==> src/hdl/dzc_pkg.sv <==
// Shared types and constants for the delta zigzag codec.
`timescale 1ns / 1ps

package dzc_pkg;

    localparam int SAMPLE_W       = 9;
    localparam int RESULT_W       = 9;
    localparam int SCORE_BITS_DEF = 8;

    typedef enum logic {
        DIR_ENCODE = 1'b0,
        DIR_DECODE = 1'b1
    } t_dir;

    typedef struct packed {
        logic [SAMPLE_W-1:0] sample;
        logic                restart;
    } t_dzc_in;

    typedef struct packed {
        logic [RESULT_W-1:0] result;
        logic                range_error;
    } t_dzc_out;

endpackage

==> src/hdl/delta_zigzag_codec.sv <==
// Top level of the delta zigzag codec: input register, datapath, result register.
//
// Usage:
//   Input channel (i_in_valid / o_in_ready / i_in_item) carries a sample and a
//   restart flag. Output channel (o_out_valid / i_out_ready / o_out_item)
//   carries one result and a range error flag per input transaction.
//   Configuration channel (i_cfg_valid / o_cfg_ready / i_cfg_data) sets the
//   direction: 0 encodes scores into codes, 1 decodes codes into scores.
//   Write it only while no transaction is in flight; it is always ready.
//   Each input transaction passes through the input register and then the
//   result register before it is offered on the output channel.
//   Throughput: one transaction per cycle unless the receiver stalls, set
//   by the last-score register update between the input and result registers.
//   Reset clears both pipeline stages, the last score and the direction
//   (encode). When the receiver stalls, the result register holds and the
//   input register fills; the input channel stalls only once both are full.
`timescale 1ns / 1ps

module delta_zigzag_codec #(
    parameter int SCORE_BITS = dzc_pkg::SCORE_BITS_DEF
) (
    input  logic              i_clk,
    input  logic              i_rst_n,
    input  logic              i_in_valid,
    output logic              o_in_ready,
    input  dzc_pkg::t_dzc_in  i_in_item,
    output logic              o_out_valid,
    input  logic              i_out_ready,
    output dzc_pkg::t_dzc_out o_out_item,
    input  logic              i_cfg_valid,
    output logic              o_cfg_ready,
    input  logic              i_cfg_data
);

    logic                    r_in_vld;
    dzc_pkg::t_dzc_in        r_in_item;
    logic                    r_out_vld;
    dzc_pkg::t_dzc_out       r_out_item;
    logic [SCORE_BITS-1:0]   r_last_score;
    dzc_pkg::t_dir           r_direction;

    logic                    move;
    dzc_pkg::t_dzc_out       n_out_item;
    logic                    upd;
    logic [SCORE_BITS-1:0]   n_last_score;

    assign move        = r_in_vld && (!r_out_vld || i_out_ready);
    assign o_in_ready  = !r_in_vld || move;
    assign o_out_valid = r_out_vld;
    assign o_out_item  = r_out_item;
    assign o_cfg_ready = 1'b1;

    dzc_core #(
        .SCORE_BITS (SCORE_BITS)
    ) u_core (
        .i_item       (r_in_item),
        .i_dir        (r_direction),
        .i_last_score (r_last_score),
        .o_item       (n_out_item),
        .o_upd        (upd),
        .o_score      (n_last_score)
    );

    always_ff @(posedge i_clk) begin
        if (!i_rst_n) begin
            r_in_vld     <= 1'b0;
            r_out_vld    <= 1'b0;
            r_last_score <= '0;
            r_direction  <= dzc_pkg::DIR_ENCODE;
        end else begin
            if (o_in_ready) begin
                r_in_vld <= i_in_valid;
            end
            if (move) begin
                r_out_vld <= 1'b1;
            end else if (i_out_ready) begin
                r_out_vld <= 1'b0;
            end
            if (move && upd) begin
                r_last_score <= n_last_score;
            end
            if (i_cfg_valid) begin
                r_direction <= dzc_pkg::t_dir'(i_cfg_data);
            end
        end
    end

    always_ff @(posedge i_clk) begin
        if (i_in_valid && o_in_ready) begin
            r_in_item <= i_in_item;
        end
        if (move) begin
            r_out_item <= n_out_item;
        end
    end

endmodule

==> src/hdl/dzc_core.sv <==
// Combinational encode and decode datapath of the delta zigzag codec.
`timescale 1ns / 1ps

module dzc_core #(
    parameter int SCORE_BITS = dzc_pkg::SCORE_BITS_DEF
) (
    input  dzc_pkg::t_dzc_in        i_item,
    input  dzc_pkg::t_dir           i_dir,
    input  logic [SCORE_BITS-1:0]   i_last_score,
    output dzc_pkg::t_dzc_out       o_item,
    output logic                    o_upd,
    output logic [SCORE_BITS-1:0]   o_score
);

    localparam int CW = ((SCORE_BITS > dzc_pkg::SAMPLE_W) ? SCORE_BITS : dzc_pkg::SAMPLE_W) + 2;
    localparam logic [CW-1:0] SMAX = CW'((64'd1 << SCORE_BITS) - 64'd1);

    logic [CW-1:0] s;
    logic [CW-1:0] l;
    logic [CW-1:0] v;
    logic [CW-1:0] up;
    logic [CW-1:0] down;
    logic [CW-1:0] val;
    logic          err;

    assign s    = CW'(i_item.sample);
    assign l    = CW'(i_last_score);
    assign v    = s - CW'(1);
    assign up   = (v + CW'(1)) >> 1;
    assign down = v >> 1;

    always_comb begin
        err = 1'b0;
        val = '0;
        unique case (i_dir)
            dzc_pkg::DIR_ENCODE: begin
                priority if (s > SMAX) begin
                    err = 1'b1;
                end else if (i_item.restart) begin
                    val = s + CW'(1);
                end else if (s > l) begin
                    val = (s - l) << 1;
                end else begin
                    val = ((l - s) << 1) + CW'(1);
                end
            end
            dzc_pkg::DIR_DECODE: begin
                priority if (s == '0) begin
                    err = 1'b1;
                end else if (i_item.restart) begin
                    err = (v > SMAX);
                    val = v;
                end else if (v[0]) begin
                    err = (up > (SMAX - l));
                    val = l + up;
                end else begin
                    err = (down > l);
                    val = l - down;
                end
            end
            default: begin
                err = 1'b1;
            end
        endcase
    end

    assign o_upd   = !err;
    assign o_score = (i_dir == dzc_pkg::DIR_ENCODE) ? s[SCORE_BITS-1:0] : val[SCORE_BITS-1:0];

    assign o_item.result      = err ? '0 : val[dzc_pkg::RESULT_W-1:0];
    assign o_item.range_error = err;

endmodule

==> config.mk <==
export PLATFORM = sky130hd
export DESIGN_NAME = delta_zigzag_codec
export DESIGN_NICKNAME = d
export VERILOG_FILES = /design/src/hdl/dzc_pkg.sv /design/src/hdl/delta_zigzag_codec.sv /design/src/hdl/dzc_core.sv
export SDC_FILE = /design/constraint.sdc
export NUM_CORES = 1
export LEC_CHECK = 0
export CORE_MARGIN = 4
export CORE_UTILIZATION = 40
export DETAILED_ROUTE_END_ITERATION = 12
export DONT_BUFFER_PORTS = 1
export GPL_TIMING_DRIVEN = 0
export PLACE_DENSITY = 0.56
export SYNTH_ARGS = -nofsm -noshare
export SYNTH_HDL_FRONTEND = slang
export SYNTH_SLANG_ARGS = --single-unit
==> constraint.sdc <==
create_clock -name i_clk -period 5.94 [get_ports i_clk]
set_input_delay 0.891 -clock i_clk [delete_from_list [all_inputs] [get_ports i_clk]]
set_output_delay 0.891 -clock i_clk [all_outputs]
set_load 0.005 [all_outputs]
-- Yosys cells after proc, flatten, opt, wreduce, memory -nomap -nowiden
Index checks and enable logic that the tools add are counted.
- add/sub/neg operators: 9
- eq/ne operators: 0
- div/mod/pow operators: 0
- order comparisons: 5
- reduce and logical (&&, ||, !) cells: 10
- bitwise gates (word level): 1
- shifts and indexed selects: 0
- multipliers: 0
- muxes and demuxes: 15
- operators with widths (operator ; count):
    2-to-1 mux 9 bit ; 6
    adder 9 x 1 -> 9 bit, second input constant ; 2
    one-hot mux 9 bit (2 select lines) ; 1
    subtractor 8 bit ; 2
    adder 11 x 1 -> 11 bit, second input constant ; 1
    > comparator 10 x 11 -> 1 bit ; 1
    > comparator 11 x 8 -> 1 bit, second input constant ; 1
    logical NOT 11 bit ; 1
    > comparator 10 x 8 -> 1 bit ; 1
    subtractor 9 x 1 -> 10 bit, second input constant ; 1
    adder 8 x 9 -> 9 bit ; 1
    > comparator 9 x 8 -> 1 bit ; 1
    > comparator 9 x 8 -> 1 bit, second input constant ; 1
    subtractor 8 x 8 -> 9 bit, first input constant ; 1
    subtractor 8 x 9 -> 9 bit ; 1
    2-to-1 mux 8 bit ; 1
    2-to-1 mux 1 bit ; 6
    logical AND 1 bit ; 3
    logical NOT 1 bit ; 3
    logical OR 1 bit ; 2
    one-hot mux 1 bit (2 select lines) ; 1
    nonzero test 2 bit ; 1
    inverter 1 bit ; 1
- word-level logic and storage cells: 48
- flip-flop bits (word level): 31
- bits in writable memories: 0
- latch bits: 0
- memories: 0
- bits in read-only memories: 0

-- Longest topological paths before layout
- depth in word-level cells: 9
- depth in mapped cells: 21

-- Cells and area by module
From an unflattened synthesis, not the netlist that was laid out.
- cell total of the unflattened synthesis: 481
- area total of the unflattened synthesis: 3883.7 um^2
- by module, submodules not included (module ; area an instance (um^2) ; cells each ; seq. area each (um^2) ; times used):
    dzc_core ; 2807.7 ; 411 ; 0.0 ; 1
    delta_zigzag_codec ; 1076.0 ; 70 ; 820.8 ; 1

-- Worst setup path after synthesis
Ideal clock, no wire load.
- path kind: register to register
- start: register r_in_item[2] in the netlist's numbering
- end: register r_last_score[7]
- stages on the path, launching flop included: 17
- setup slack: 1.821 ns
- arrival: 3.999 ns
- library setup time: 0.120 ns
- required time: 5.820 ns
- path through: edfxtp_1 -> inv_1 -> ha_1 -> nor3b_2 -> xnor2_1 -> clkinv_2 -> or4_1 -> o21ai_0 -> nand2_1 -> xor2_1 -> ha_1 -> or2_2 -> a21oi_1 -> or4b_2 -> o211ai_1 -> nor2_1 -> o31a_1
- cells in the longest elaborated chain, start to end: 9
- elaborated cells on any way between the ends: 29
- classes of those cells: add/sub (8); order compare (5); mux (13); reduce/logical (3)
- RTL lines (element ; line ; text):
    from (decl) ; delta_zigzag_codec.sv:36 ; dzc_pkg::t_dzc_in r_in_item;
    from (signal assigned) ; delta_zigzag_codec.sv:90 ; r_in_item <= i_in_item;
    subtractor 9 x 1 -> 10 bit ; dzc_core.sv:28 ; assign v = s - CW'(1);
    adder 11 x 1 -> 11 bit ; dzc_core.sv:29 ; assign up = (v + CW'(1)) >> 1;
    > comparator 10 x 11 -> 1 bit ; dzc_core.sv:54 ; err = (up > (SMAX - l));
    2-to-1 mux 1 bit ; dzc_core.sv:53 ; end else if (v[0]) begin
    2-to-1 mux 1 bit ; dzc_core.sv:50 ; end else if (i_item.restart) begin
    2-to-1 mux 1 bit ; dzc_core.sv:48 ; priority if (s == '0) begin
    one-hot mux 1 bit (2 select lines) ; dzc_core.sv:35 ; unique case (i_dir)
    logical NOT 1 bit ; dzc_core.sv:67 ; assign o_upd = !err;
    logical AND 1 bit ; delta_zigzag_codec.sv:79 ; if (move && upd) begin
    to (signal assigned) ; delta_zigzag_codec.sv:80 ; r_last_score <= n_last_score;
    to (decl) ; delta_zigzag_codec.sv:39 ; logic [SCORE_BITS-1:0] r_last_score;
Several ways; a longest one is shown, not always the timed one.
A chain may end at the register's enable or synchronous reset.

-- Worst setup path in the final report
- start: register r_in_item[2] in the netlist's numbering
- end: register r_out_item (netlist bit o_out_item[9]) (data pin)
- cells in the longest elaborated chain, start to end: 7
- elaborated cells on any way between the ends: 26
- classes of those cells: add/sub (8); order compare (5); mux (12); reduce/logical (1)
- RTL lines (element ; line ; text):
    subtractor 9 x 1 -> 10 bit ; dzc_core.sv:28 ;
    adder 11 x 1 -> 11 bit ; dzc_core.sv:29 ;
    adder 8 x 9 -> 9 bit / > comparator 10 x 11 -> 1 bit (equally long branches) ; dzc_core.sv:55, dzc_core.sv:54 ;
    2-to-1 mux 9 bit / 2-to-1 mux 1 bit (equally long branches) ; dzc_core.sv:53 ;
    2-to-1 mux 9 bit / 2-to-1 mux 1 bit (equally long branches) ; dzc_core.sv:50 ;
    2-to-1 mux 9 bit / 2-to-1 mux 1 bit (equally long branches) ; dzc_core.sv:48 ;
    one-hot mux 9 bit (2 select lines) / one-hot mux 1 bit (2 select lines) (equally long branches) ; dzc_core.sv:35 ;
    to (signal assigned) ; delta_zigzag_codec.sv:93 ; r_out_item <= n_out_item;
    to (decl) ; delta_zigzag_codec.sv:38 ; dzc_pkg::t_dzc_out r_out_item;
Several ways; a longest one is shown, not always the timed one.

==> qor.txt <==
WL per Instance = 19.4 um
Syn Inst Count = 430
Max Cap Viol = 0
PortBufs = 0
Layout cell share with drive strength beyond 1 = 0.0732
Fin worst setup slack = 907 ps
Worst skew pair latency = 280 ps
First-pass GRT wire length = 17.0 mm
Setup TNS = 0 ps
Crit-path max cell delay = 600 ps
Routing usage on met1 = 0.287
Final Net Count = 501
GRT Total Usage = 0.212
Post-CTS Setup Bufs = 0
Worst path required time = 5970 ps
GR Util met2 = 0.344
Avg Cell Area, Syn = 8.23 um^2
Initial DRT Pass Iterations = 5
Most used routing layer = met2
Setup CP Type = reg2reg
CTS tree = built
Die width = 102 um
TritonCTS buffer count = 5
Routed Antenna Nets = 0
Tightest Hold Check Type = reg2reg
CTS Hold Buffers Added = 0
Share of flip-flops with an asynchronous set or reset = 0
Final hold viol count = 0
Max clock buf depth = 2
Mapped Nets = 494
Detailed Place HPWL = 8.57 mm
Post-cts sizing count = 0
Num rows = 34
Crit path DAT = 5070 ps
Synth Cell Area = 3540 um^2
GR Util met3 = 0.0321
Leading cell type in the layout, fill and taps excluded = ha_1
Top Ports = 29
Worst-margin pin slew = 959 ps
Register area share after synthesis = 0.232
GRT overflow = 0
Top_reg_cell synth = edfxtp_1
Number of clock sinks = 31
Critical Path Sink Type = flip-flop
Leak = 1.49 nW
Synthesis-to-finish area growth = 6.01%
Die Y = 102 um
EDFF count, synth = 20
Total die area = 10,400 um^2
Tcrit/Tclk final = 0.847
Initial antenna violation count = 0
Gpl congestion = 0.951
Initial Util = 0.408
Tmin final = 5030 ps
Setup crit start kind = flip-flop
Diode count = 0
Via density = 5.97
Peak supply drop = 0.133 mV
Critical path, cell by cell = inv_1, ha_1, nor3b_2, xnor2_1, clkinv_2, or4_1, o21ai_0, nand2_1, xor2_1, ha_1, o2111ai_1, nand3_1, o41ai_1, nand2_1, nand3_1, a21boi_0, a221o_1
Setup Skew = 5.26 ps
DRC viols = 0
Pins over their slew limit = 0
DR iter-0 viols = 268
Pin count of the biggest net entering global routing = 12
Status = completed
DRT Wirelength = 10.6 mm
DP Worst Slack = 1010 ps
Most frequent cells in the layout = ha_1 (45), nand2_1 (41), nor2_1 (40)
Routed via count = 3,254
Max Clk Rate = 199 MHz
Pwr dens = 186 nW/um^2
Unique masters post-synth = 68
# setup viols final = 0
Core ar. = 8680 um^2
H-tree levels = 2
Crit-path max FO = 11
Total power = 0.000696 W
Slew headroom = 0.359
RSZ-0062 raised after global routing = no
Highest-delay cell along the critical path = or4_1
Root buffer cell = clkbuf_8
Synth warnings = 0
FF+latch count, synth = 31
Worst-path clk slew = 70 ps
Vias in the first global route = 3,147
report_power, final:
part           internal [W]  total, W  switching, W
clock             0.0000778  0.000157     0.0000788
sequential         0.000245  0.000261     0.0000153
combinational      0.000108  0.000279      0.000171
layer usage:
metal / vias up / share of wire
met5: - / 0
met4: 0 / 0.036
met3: 30 / 0.063
met2: 153 / 0.44
met1: 1497 / 0.46
li1: 1574 / -
worst max-delay path, delay by kind of cell (launching register included):
kind	cells	cell delay (ps)
flip-flops	1	590
buffers and inverters	2	510
adder cells (fa/ha/maj)	2	680
AND/OR/NAND/NOR	6	1410
XOR/XNOR	2	410
AO/OA/AOI/OAI	5	1170
cell usage after synthesis, types with 3 or more instances:
library cell	n	share of area
ha_1	45	0.16
nand2_1	41	0.043
nor2_1	40	0.042
inv_1	30	0.032
o21ai_0	25	0.035
a21oi_1	24	0.034
xnor2_1	24	0.059
edfxtp_1	20	0.17
nand3_1	13	0.018
clkbuf_1	12	0.013
dfxtp_1	11	0.062
mux2i_1	9	0.025
a211oi_1	8	0.017
and3_1	7	0.012
xor2_1	7	0.017
nand2b_1	5	0.0088
nor3_1	5	0.0071
nor4_1	5	0.0088
o211ai_1	5	0.011
a21boi_0	4	0.0085
a221oi_1	4	0.0099
nor2b_1	4	0.0071
or2_2	4	0.0071
a2111oi_0	3	0.0074
a21o_1	3	0.0064
a41o_1	3	0.0085
buf_2	3	0.0042
buf_6	3	0.0095
fa_1	3	0.017
nand4_1	3	0.0053
o21a_1	3	0.0064
o22ai_1	3	0.0053
o31a_1	3	0.0074
state kept, by name (all words and copies together) (netlist names):
signal        count
o_out_valid       1
r_in_vld          1
r_last_score      8
r_in_item        10
r_direction       1
o_out_item       10
logic make-up (layout without fill, tap and decap cells):
family	count (synthesis)	count (layout)	share of synthesized area
AND/OR/NAND/NOR	142	142	0.196
AO/OA/AOI/OAI	113	113	0.220
buffers and inverters	53	60	0.0661
adder cells (fa/ha/maj)	48	48	0.176
XOR/XNOR	31	31	0.0767
flip-flops	31	31	0.232
multiplexers	11	11	0.0318
other	1	1	0.00106
path summary, 6_finish.rpt:
| kind | startpoint | endpoint | slack, ps | cells past startpoint |
|---|---|---|---|---|
| max reg2reg | r_in_item[2] | o_out_item[9] | 910 | 17 |
| min reg2reg | r_in_vld | o_out_valid | 510 | 2 |
| max | r_in_item[2] | o_out_item[9] | 910 | 17 |
| min | r_in_vld | o_out_valid | 510 | 2 |
through the flow:
step	hold slack, ps	cell area [um^2]	std cells	util
floorplan	478	3540	430	-
detailed placement	500	3680	538	0.424
global placement	499	3680	538	0.424
finish	512	3750	545	0.433
CTS	513	3750	545	0.433
global route	534	3750	545	0.433
area by class of cell:
type | instances | area [um^2]
buffer | 20 | 109
clock inverter | 2 | 8.76
multi-input combinational | 346 | 2490
inverter | 33 | 125
tap | 108 | 135
sequential | 31 | 821
clock buffer | 5 | 68.8
fill | 906 | 4920
Power figures use the tool's default switching activity.
